### config.mk
export PLATFORM = sky130hd
export DESIGN_NAME = mfi_ctrl
export DESIGN_NICKNAME = d
export VERILOG_FILES = /design/src/rtl/mfi_pkg.sv /design/src/rtl/mfi_ctrl.sv
export SDC_FILE = /design/constraint.sdc
export NUM_CORES = 1
export LEC_CHECK = 0
export ABC_AREA = 1
export BUFFER_PORTS_ARGS = -buffer_cell sky130_fd_sc_hd__buf_4
export CORE_MARGIN = 8
export CORE_UTILIZATION = 51
export CTS_BUF_LIST = sky130_fd_sc_hd__clkbuf_4
export DETAILED_ROUTE_END_ITERATION = 12
export PLACE_DENSITY = 0.81
export SYNTH_ARGS = -nofsm -noshare
export SYNTH_HDL_FRONTEND = slang
export SYNTH_SLANG_ARGS = --single-unit
export TNS_END_PERCENT = 20
### constraint.sdc
create_clock -name clock -period 1.49 [get_ports clock]
set_input_delay 0.149 -clock clock [delete_from_list [all_inputs] [get_ports clock]]
set_output_delay 0.149 -clock clock [all_outputs]
set_load 0.01 [all_outputs]
### src/rtl/mfi_pkg.sv
// mfi_pkg: shared constants, codes, controller states and the
// command/status bundles of the max-flow engine
// no dependencies
package mfi_pkg;

   // graph and word sizes
   localparam int MAX_NODES = 64;
   localparam int NODE_W    = 6;
   localparam int LABEL_W   = 7;
   localparam int CAP_W     = 16;
   localparam int RES_W     = 18;
   localparam int FLOW_W    = 22;
   localparam int RM_DEPTH  = MAX_NODES * MAX_NODES;
   localparam int RM_AW     = 2 * NODE_W;
   localparam int GAP_DEPTH = MAX_NODES + 2;
   localparam int GAP_AW    = 7;
   localparam int CMD_W     = 2;
   localparam int REQ_W     = 32;
   localparam int RSP_W     = 24;
   localparam int CSR_AW    = 2;
   localparam int CSR_DW    = 7;

   localparam logic [FLOW_W-1:0] FLOW_MAX = {FLOW_W{1'b1}};

   // request commands
   localparam logic [CMD_W-1:0] CMD_WRITE = 2'd0;
   localparam logic [CMD_W-1:0] CMD_CLEAR = 2'd1;
   localparam logic [CMD_W-1:0] CMD_RUN   = 2'd2;

   // configuration register indexes
   localparam logic [CSR_AW-1:0] CSR_NODE_COUNT = 2'd0;
   localparam logic [CSR_AW-1:0] CSR_SOURCE     = 2'd1;
   localparam logic [CSR_AW-1:0] CSR_SINK       = 2'd2;

   // controller phases, one-hot
   typedef enum logic [27:0] {
      ST_CLEAR   = 28'h0000001,
      ST_IDLE    = 28'h0000002,
      ST_INIT    = 28'h0000004,
      ST_BSEED   = 28'h0000008,
      ST_BHEAD   = 28'h0000010,
      ST_BQ      = 28'h0000020,
      ST_BSCAN   = 28'h0000040,
      ST_BDRAIN  = 28'h0000080,
      ST_MTOP    = 28'h0000100,
      ST_MCHK    = 28'h0000200,
      ST_MDF     = 28'h0000400,
      ST_ADV     = 28'h0000800,
      ST_ADRAIN  = 28'h0001000,
      ST_RL1     = 28'h0002000,
      ST_RL2     = 28'h0004000,
      ST_RLSCAN  = 28'h0008000,
      ST_RLDRAIN = 28'h0010000,
      ST_RL3     = 28'h0020000,
      ST_RL4     = 28'h0040000,
      ST_RL5     = 28'h0080000,
      ST_B1      = 28'h0100000,
      ST_B2      = 28'h0200000,
      ST_B3      = 28'h0400000,
      ST_U1      = 28'h0800000,
      ST_U2      = 28'h1000000,
      ST_U3      = 28'h2000000,
      ST_U4      = 28'h4000000,
      ST_DONE    = 28'h8000000
   } state_type;

   // controller to datapath
   typedef struct packed {
      state_type phase;
      logic      accept;
   } cmd_type;

   // datapath to controller
   typedef struct packed {
      logic bad_run;
      logic init_last;
      logic head_eq_end;
      logic head_eq_tail;
      logic scan_last;
      logic adv_hit;
      logic label_out;
      logic f_is_t;
      logic walk_is_s;
      logic gap_zero;
      logic clear_last;
      logic rsp_free;
   } status_type;

endpackage

### src/rtl/mfi_ctrl.sv
// mfi_ctrl: sequencer of the max-flow engine (clear sweep, labeling
// search, advance/retreat/relabel, augment); uses mfi_pkg
module mfi_ctrl (
   input  logic                          clock,
   input  logic                          reset,
   input  logic                          req_tvalid,
   input  logic [mfi_pkg::CMD_W-1:0]     req_tuser,
   output logic                          req_tready,
   input  mfi_pkg::status_type           status,
   output mfi_pkg::cmd_type              cmd
);
   import mfi_pkg::*;

   state_type state_ff, state_in;

   // request side handshake
   assign req_tready = (state_ff == ST_IDLE);
   assign cmd.phase  = state_ff;
   assign cmd.accept = (state_ff == ST_IDLE) && req_tvalid;

   // next phase
   always_comb begin
      state_in = state_ff;
      case (state_ff)
         ST_CLEAR:   if (status.clear_last) state_in = ST_IDLE;
         ST_IDLE: begin
            if (req_tvalid) begin
               case (req_tuser)
                  CMD_CLEAR: state_in = ST_CLEAR;
                  CMD_RUN:   state_in = status.bad_run ? ST_DONE : ST_INIT;
                  default:   state_in = ST_IDLE;
               endcase
            end
         end
         ST_INIT:    if (status.init_last) state_in = ST_BSEED;
         ST_BSEED:   state_in = ST_BHEAD;
         ST_BHEAD: begin
            if (status.head_eq_end) begin
               state_in = status.head_eq_tail ? ST_MTOP : ST_BHEAD;
            end else begin
               state_in = ST_BQ;
            end
         end
         ST_BQ:      state_in = ST_BSCAN;
         ST_BSCAN:   if (status.scan_last) state_in = ST_BDRAIN;
         ST_BDRAIN:  state_in = ST_BHEAD;
         ST_MTOP:    state_in = ST_MCHK;
         ST_MCHK: begin
            if (status.label_out) state_in = ST_DONE;
            else if (status.f_is_t) state_in = ST_B1;
            else state_in = ST_MDF;
         end
         ST_MDF:     state_in = ST_ADV;
         ST_ADV: begin
            if (status.adv_hit) state_in = ST_MTOP;
            else if (status.scan_last) state_in = ST_ADRAIN;
         end
         ST_ADRAIN:  state_in = status.adv_hit ? ST_MTOP : ST_RL1;
         ST_RL1:     state_in = ST_RL2;
         ST_RL2:     state_in = status.gap_zero ? ST_DONE : ST_RLSCAN;
         ST_RLSCAN:  if (status.scan_last) state_in = ST_RLDRAIN;
         ST_RLDRAIN: state_in = ST_RL3;
         ST_RL3:     state_in = ST_RL4;
         ST_RL4:     state_in = ST_RL5;
         ST_RL5:     state_in = ST_MTOP;
         ST_B1:      state_in = status.walk_is_s ? ST_U1 : ST_B2;
         ST_B2:      state_in = ST_B3;
         ST_B3:      state_in = ST_B1;
         ST_U1:      state_in = status.walk_is_s ? ST_MTOP : ST_U2;
         ST_U2:      state_in = ST_U3;
         ST_U3:      state_in = ST_U4;
         ST_U4:      state_in = ST_U1;
         ST_DONE:    if (status.rsp_free) state_in = ST_IDLE;
         default:    state_in = ST_IDLE;
      endcase
   end

   // phase register, reset starts the matrix clearing sweep
   always_ff @(posedge clock) begin
      if (reset) begin
         state_ff <= ST_CLEAR;
      end else begin
         state_ff <= state_in;
      end
   end

endmodule

==> impl_summary.md, run 1 <==
Placed design
In this run the tool buffered the top-level ports with 46 buffer cells. The final weighted congestion in routability-driven placement is approximately 0.92. At the placement stage, the worst setup path has a slack of -0.259 ns. Counting tap cells, the placed design contains a total of 537 instances. The half-perimeter wire length of the detailed placement result is 6060 µm.

Global route
The number of global-route vias before repair came to 3352. Summed over all layers, the global routing overflow is 0. The number of antenna violations at the first check in global routing was 0. The first global-routing pass estimated 15500 µm of wire.

The pin count of the biggest net entering global routing is 27. The combined global-route utilization of all metal layers is 29.2%.

Cells and area
The layout overhead on the synthesized area is 84.6%. The net count reported at finish is 543. More flip-flops sit in one register than any other, and that register is state_ff. The flip-flop count of the largest register, all copies and words added is 28. The largest registers in the layout are state_ff x28. The ratio of cells with drive above 1 in the final layout is 61.8%. 0 antenna diodes ended up in the layout. The filler-free cell count of the finished design is about 580.

Logic synthesis
Synthesis produced a netlist whose cell count is 357. The count of state elements after synthesis is 28. After synthesis, the cell types taking the most area are sky130_fd_sc_hd__dfxtp_1 (25%), sky130_fd_sc_hd__nand2_1 (12%), sky130_fd_sc_hd__nor2_1 (11%).

For this run, the register share of the synthesized area comes to 24.9%. Summed over all instances, the cell type with the most area after synthesis is sky130_fd_sc_hd__dfxtp_1. The mapped netlist covers 2250 µm². Counting every net in the synthesized netlist gives 376. The number of distinct library cells after synthesis is 36. The total of warnings raised by yosys is 0. In this run the biggest area consumer among cell types represents 24.9% of the synthesized area. The post-synthesis average cell area is 6.30 µm².

STA
The total negative setup slack is -11.75 ns. The count of endpoints failing setup in the final report is 30. For the final database, setup skew stands at 0.0105 ns. The number of max-slew violations in the final report is 0. The time the final worst path needs with I/O delays and setup is 2.54 ns. The final worst setup slack is -1.05 ns. Setup repair after global routing could not meet its margin everywhere. The worst slew margin relative to its limit is 65.9%. For the pin with the worst max-slew slack, the measured transition is 0.506 ns. In the finished design, the share of the clock period the worst path needs comes to 170%. Derived from the worst setup path, the maximum achievable clock frequency is between 300 and 400 MHz. The final count of hold timing violations was 0.

Die
The number of primary I/O pins is 47. In this run the horizontal extent of the chip is 82.4 µm. For this configuration, the core starts out at a cell density of 52.4%.

The overall die height is just over 80 µm. The die covers ~6800 µm². Row generation in the floorplan step produced 24 rows. The region available for standard cell placement spans 4290 µm².

Route
Across all layers, the routed design uses ~3800 vias. The length of the first detailed-routing pass in iterations is 10. Using the TritonRoute via totals, the vias-per-cell ratio works out to 6.62. The count of unresolved DRC violations after routing is 0. The number of violations reported at the end of detailed-routing iteration 0 is 798.

For this block, the routed nets add up to 14000 µm of wire. Dividing the detail-routed wire length by the instance count gives 24.3 µm. The post-route antenna net violation count is 0.

Flow run
The tool flagged a number of max-cap violations equal to 0.

Clocking
The TritonCTS clock tree is yes. The H-tree depth reported by CTS is 1. Clock-pin slew was measured on the worst setup and hold paths at around 0.18 ns. Counting the buffers created by CTS gives 3. The clock net in this run drives a total of 28 sinks. The clock root buffer is sky130_fd_sc_hd__clkbuf_4. The maximum clock insertion buffer count is 2.

The insertion delay to the later sink of the worst-skew pair is 0.36 ns.

Critical path
The category of the critical setup timing path is reg -> reg. Traced cell by cell, the critical path runs through nor2_2, nand2_4, nor2_8, buf_6, buf_8, nand2_2, nand2_2, nor2_1, nand2_1, nor2_1, nand2_1, nand3_2, a21oi_2. In this design, the stage delay of the slowest critical-path cell is 0.45 ns. The critical path startpoint category is a register.

Data on the critical path arrives at its endpoint at 2.79 ns. STA classifies the critical path endpoint as a register. Data on the critical path is required at its endpoint by around 1.7 ns. The slowest cell on the critical path is sky130_fd_sc_hd__dfxtp_1. Of all nets on the critical path, the largest fanout is 6.

Worst hold path
The worst hold path class is in -> reg.

Power
The static leakage power is 1.94 nW. The worst voltage drop across the vdd grid is 0.692 mV. Dividing total power by cell area gives a power density of between 600 and 700 nW/µm². Total power for the finished layout comes to about 2.7 mW.

Outcome
The checks that failed: negative setup slack. The flow ran to the end, but the final reports show violations.
-- routing by layer --
metal	GRT usage (%)	wire [µm]
met1	30.0	4330
met2	50.5	6170
met3	7.47	2040
met4	21.2	1420
met5	0	0
-- cells in the mapped netlist --
cell and n:
sky130_fd_sc_hd__o221ai_1 1, sky130_fd_sc_hd__nor2_8 2, sky130_fd_sc_hd__inv_2 5, sky130_fd_sc_hd__a21oi_2 3, sky130_fd_sc_hd__nand3_2 4, sky130_fd_sc_hd__a211oi_2 2, sky130_fd_sc_hd__nor3b_1 1, sky130_fd_sc_hd__nor4_1 5
sky130_fd_sc_hd__clkbuf_8 1, sky130_fd_sc_hd__nand3b_1 2, sky130_fd_sc_hd__nor2_4 3, sky130_fd_sc_hd__nand2_2 14, sky130_fd_sc_hd__o21a_1 1, sky130_fd_sc_hd__nand2_1 72, sky130_fd_sc_hd__nand2_4 6, sky130_fd_sc_hd__dlymetal6s2s_1 1
sky130_fd_sc_hd__buf_8 1, sky130_fd_sc_hd__nor2_1 67, sky130_fd_sc_hd__a21oi_1 9, sky130_fd_sc_hd__nand4_1 9, sky130_fd_sc_hd__inv_4 4, sky130_fd_sc_hd__clkbuf_1 1, sky130_fd_sc_hd__or2_2 1, sky130_fd_sc_hd__a21o_1 2
sky130_fd_sc_hd__ha_1 2, sky130_fd_sc_hd__inv_1 45, sky130_fd_sc_hd__nand3_4 1, sky130_fd_sc_hd__nor2_2 13, sky130_fd_sc_hd__dfxtp_1 28, sky130_fd_sc_hd__nor3_1 17, sky130_fd_sc_hd__o21ai_2 1, sky130_fd_sc_hd__a31oi_1 1
sky130_fd_sc_hd__buf_6 2, sky130_fd_sc_hd__nand3_1 26, sky130_fd_sc_hd__clkinv_2 1, sky130_fd_sc_hd__o21ai_0 3
-- cells in the final DEF, fill, tap and decap left out, types with 3 or more instances in the layout --
cell	synthesis	layout
sky130_fd_sc_hd__nand2_2	14	20
sky130_fd_sc_hd__dlygate4sd3_1	0	5
sky130_fd_sc_hd__a21oi_2	3	8
sky130_fd_sc_hd__buf_6	2	16
sky130_fd_sc_hd__nor2_4	3	24
sky130_fd_sc_hd__nand4_1	9	9
sky130_fd_sc_hd__inv_4	4	6
sky130_fd_sc_hd__inv_2	5	5
sky130_fd_sc_hd__nand3_2	4	6
sky130_fd_sc_hd__nand3_4	1	5
sky130_fd_sc_hd__clkbuf_4	0	4
sky130_fd_sc_hd__nand3_1	26	20
sky130_fd_sc_hd__nor2_2	13	16
sky130_fd_sc_hd__nand2_4	6	15
sky130_fd_sc_hd__inv_1	45	42
sky130_fd_sc_hd__nor3_1	17	8
sky130_fd_sc_hd__buf_4	0	144
sky130_fd_sc_hd__nand2_1	72	56
sky130_fd_sc_hd__dfxtp_4	0	3
sky130_fd_sc_hd__nor2_1	67	43
sky130_fd_sc_hd__dfxtp_2	0	23
sky130_fd_sc_hd__nor3_2	0	8
-- timing repair --
action / in CTS / in global routing
setup buffers: 21 / 8
gates resized for setup: 41 / 85
hold endpoints to repair: 5 / 0
hold buffers: 5 / 0
endpoints found under the setup margin: 20 / 30
pin swaps: 21 / 23
-- final cells by class --
class,count,area (µm²)
multi-input combinational,268,1860
timing repair buffer,168,1370
sequential,28,601
inverter,55,235
fill,82,140
tap,52,65.1
clock buffer,4,30.0
-- per-stage QoR --
stage | hold slack (ns) | instance area (µm²) | utilization, %
after floorplan | 0.219 | 2340 | -
after global placement | 0.326 | 3350 | 78.1
after detailed placement | 0.330 | 3350 | 78.1
after CTS | 0.0917 | 3760 | 87.5
after global routing | 0.0991 | 4150 | 96.7
final | 0.0996 | 4150 | 96.7
-- power breakdown --
part	total (mW)	leakage, nW	internal [mW]	switching, mW
Sequential	0.811	0.240	0.777	0.0334
Clock	0.400	0.0184	0.124	0.277
Combinational	1.44	1.68	0.598	0.842
Total	2.65	1.94	1.50	1.15
-- path summary, 6_finish.rpt --
| kind | depth (start not counted) | endpoint | slack (ns) | startpoint |
|---|---|---|---|---|
| min reg2reg | 3 | state_ff[15] | 0.66 | state_ff[15] |
| max reg2reg | 13 | state_ff[27] | -1.05 | state_ff[25] |
| max | 13 | state_ff[27] | -1.05 | state_ff[25] |
| min | 4 | state_ff[15] | 0.1 | status[2] |
-- critical path, delay by kind of cell, from the launching register on --
family | cells | cell delay [ns]
AND/OR/NAND/NOR | 10 | 1.62
flip-flops | 1 | 0.45
buffers and inverters | 2 | 0.28
AO/OA/AOI/OAI | 1 | 0.07
-- cell families (layout without fill, tap and decap cells) --
group	after synthesis	count (layout)	share of synthesized area (%)
simple gates	243	243	54.3
fa+ha+maj	2	2	1.11
compound gates	23	23	7.01
flops	28	28	24.9
buf+inv	61	227	12.7
No activity file was read; power rests on OpenSTA's default activity.
==> run 2: changes to the inputs <==
--- a/config.mk
+++ b/config.mk
@@ -8,10 +8,11 @@
 export ABC_AREA = 1
 export BUFFER_PORTS_ARGS = -buffer_cell sky130_fd_sc_hd__buf_4
 export CORE_MARGIN = 8
-export CORE_UTILIZATION = 51
+export CORE_UTILIZATION = 45
 export CTS_BUF_LIST = sky130_fd_sc_hd__clkbuf_4
 export DETAILED_ROUTE_END_ITERATION = 12
-export PLACE_DENSITY = 0.81
+export PLACE_DENSITY = 0.73
+export SLEW_MARGIN = 25
 export SYNTH_ARGS = -nofsm -noshare
 export SYNTH_HDL_FRONTEND = slang
 export SYNTH_SLANG_ARGS = --single-unit
==> run 2 against run 1 <==
Against the previous run:
- the flow still finishes with violations (negative setup slack)
- flip-flop and latch count did not move
- count of clock-buffer cells in the layout did not move
- die area rose by 11%
- critical path depth decreased by 3
- cell area decreased by 8.2%
- sequential share of layout area rose by 1.2 points
- global-route usage is 7.0 points lower
==> impl_summary.md, run 2 (synthesized netlist as in run 1, its figures left out) <==
Outcome
The checks that failed: negative setup slack. The flow ran to the end, but the final reports show violations.

Critical path
The number of buffer and inverter instances along the worst setup path is 2 (unchanged). Walking the worst path, the cells encountered are nor2_2, nand2_2, inv_2, nand2_4, buf_12, nor2_1, nand2_2, o221ai_1, nand3_2, a21oi_2. The most frequent cell on the critical path is sky130_fd_sc_hd__nand2_2. The critical path startpoint category is a register.

The maximum fanout along the worst path is 5 (-1). The category of the critical setup timing path is reg -> reg. The data arrival at the endpoint of the critical path came to 2.17 ns (-0.62 ns). The slowest cell on the critical path is sky130_fd_sc_hd__dfxtp_2. The dominant delay contributor by cell family on the critical path is simple AND/OR/NAND/NOR gates. The delay contributed by the slowest stage of the critical path is 0.38 ns (-0.07 ns). The required arrival time at the worst endpoint is 1.78 ns (+0.04 ns). The kind of end point of the critical path is a register.

Route
The wire length reported by the detailed router came to 8470 µm (-39%). The number of violations reported at the end of detailed-routing iteration 0 is 225 (-72%). The post-route antenna net violation count is 0 (unchanged). The count of unresolved DRC violations after routing is 0 (unchanged). The detailed-route via count is 2998 (-21%).

The length of the first detailed-routing pass in iterations is 5 (-5). The post-detailed-route via-to-cell ratio is 5.16 (-22%). The average wire per standard cell came to 14.6 µm (-40%).

Placed design
The half-perimeter wire length of the detailed placement result is 6150 µm (+1.5%). The final weighted congestion in routability-driven placement is 0.922 (about the same). The number of port buffers was 46 (unchanged).

STA
The final worst setup slack was -0.391 ns (+0.659 ns). The share of the clock period used by the worst path after layout is 126% (-44 points). The final count of hold timing violations is 0 (unchanged).

The post-route worst hold slack is 0.101 ns (+0.00165 ns). The count of endpoints failing setup in the final report came to 20 (-33%). Setup repair after global routing could not meet its margin everywhere. The time the final worst path needs with I/O delays and setup is 1.88 ns (-0.659 ns). The worst slew margin relative to its limit is 75.4% (+9.5 points). The number of max-slew violations in the final report is 0 (unchanged). The maximum frequency from static timing analysis came to 532 MHz (+35%). The transition time at the pin with the least slew margin is 0.369 ns (-0.138 ns). The setup skew after layout is 0.0104 ns (-0.0000888 ns).

Power
The internal power component is 1.47 mW (-1.6%). The static leakage power is 1.86 nW (-4.0%). The portion of total power attributed to the clock network is 15.8% (+0.7 points).

The share of total power in sequential cells is 34.5% (+3.9 points). The worst voltage drop across the vdd grid was 0.558 mV (-19%). The switching power as a share of total power is 37.1% (-6.4 points). The cell area power density was 615 nW/µm² (-3.7%). The overall power is 2.34 mW (-12%). The combinational group share of total power is 49.7% (-4.6 points). The power spent charging and discharging nets was 870 µW (-25%).

Die
The placeable core area was 4790 µm² (+11%). The number of primary I/O pins came to 47 (unchanged). The overall die area is 7520 µm² (+11%). The width of the die is 86.7 µm (+5.2%). The overall die height is 86.7 µm (+5.2%). The initial standard-cell utilization of the core is 47.0% (-5.4 points). The count of standard-cell rows is 25 (+4.2%).

Clocking
The H-tree depth reported by CTS is 1 (unchanged). The insertion delay to the later sink of the worst-skew pair is 0.34 ns (-0.02 ns). The clock root buffer is sky130_fd_sc_hd__clkbuf_4. The TritonCTS clock tree is yes. The total clock buffers created by CTS is 3 (unchanged).

The count of clock tree sinks is 28 (unchanged). The clock transition at the registers of the reported paths is 0.17 ns (about the same). The maximum clock insertion buffer count was 2 (unchanged).

Cells and area
The net count reported at finish is 534 (-1.7%). The library cell used most frequently in the layout, excluding fill and tap cells, is sky130_fd_sc_hd__buf_4. The ratio of cells with drive above 1 in the final layout was 53.3% (-8.5 points). The flip-flop count of the largest register, all copies and words added came to 28 (unchanged).

The fraction of the core area covered by cells at the end of the flow was 79.7% (-17 points). The largest registers in the layout are state_ff x28. The library cells used most frequently in the layout, excluding fill and tap cells, are sky130_fd_sc_hd__buf_4 (143), sky130_fd_sc_hd__nand2_1 (68), sky130_fd_sc_hd__nor2_1 (56). Compared with the post-synthesis result, the final layout area differs by 69.5%.

The antenna diode count is 0 (unchanged). More flip-flops sit in one register than any other, and that register is state_ff.

Global route
The wire length of the first global-routing pass is 13500 µm (-13%). The global route total overflow is 0 (unchanged). The number of global-route vias before repair came to 2953 (-12%). The number of antenna violations at the first check in global routing is 0 (unchanged). The pin count of the biggest net entering global routing was 27 (unchanged). The combined global-route utilization of all metal layers was 22.2% (-7.0 points).

Worst hold path
The worst hold path class is in -> reg.

Flow run
The total of max-cap violations came to 0 (unchanged).
## run 2: area by class of cell
type                    count  area (µm²)
multi-input cells         268        1610
fillers                   334         972
repair buffers            159        1270
flip-flops and latches     28         597
inverters                  55         218
well taps                  67        83.8
clock buffers               4        30.0
## run 2: path summary, 6_finish.rpt
check	start	endpoint	slack, ns	cells after the start
setup reg to reg	state_ff[2]	state_ff[27]	-0.39	10
hold reg to reg	state_ff[6]	state_ff[6]	0.62	3
hold / removal	status[8]	state_ff[4]	0.10	3
setup / recovery	state_ff[2]	state_ff[27]	-0.39	10
## run 2: worst reg2reg max path: cells and delay by family, from the launching register on
family | cells | cell delay (ns)
buffers and inverters | 2 | 0.23
DFF | 1 | 0.38
AOI/OAI and AO/OA | 2 | 0.44
and+or+nand+nor | 6 | 0.76
## run 2: power by group through the flow
stage          sequential, mW  clock, mW  combinational (mW)
2_1_floorplan           0.840          0               0.471
3_3_place_gp            0.823          0               0.950
3_5_place_dp            0.826          0               0.969
4_1_cts                 0.810      0.370                1.10
5_1_grt                 0.812      0.400                1.24
6_report                0.809      0.370                1.16
## run 2: metal layers
layer,part of all wire [%],track usage (%)
met5,0,0
met4,3.6,10.0
met3,6.5,3.12
met2,51,40.3
met1,39,24.8
## run 2: stage by stage
step	area (µm²)	setup WS [ns]	setup TNS, ns	std cells
floorplan	2340	-0.0500	-0.253	357
global placement	3410	-0.298	-2.31	556
detailed placement	3410	-0.329	-2.91	556
CTS	3740	-0.315	-3.03	579
global route	3810	-0.487	-6.46	581
finish	3810	-0.391	-4.46	581
## run 2: timing repair
action / in CTS / in global routing
setup buffers: 14 / 2
gates resized for setup: 34 / 13
endpoints found under the setup margin: 20 / 26
hold buffers: 5 / 0
pin swaps: 10 / 8
endpoints found under the hold margin: 5 / 0
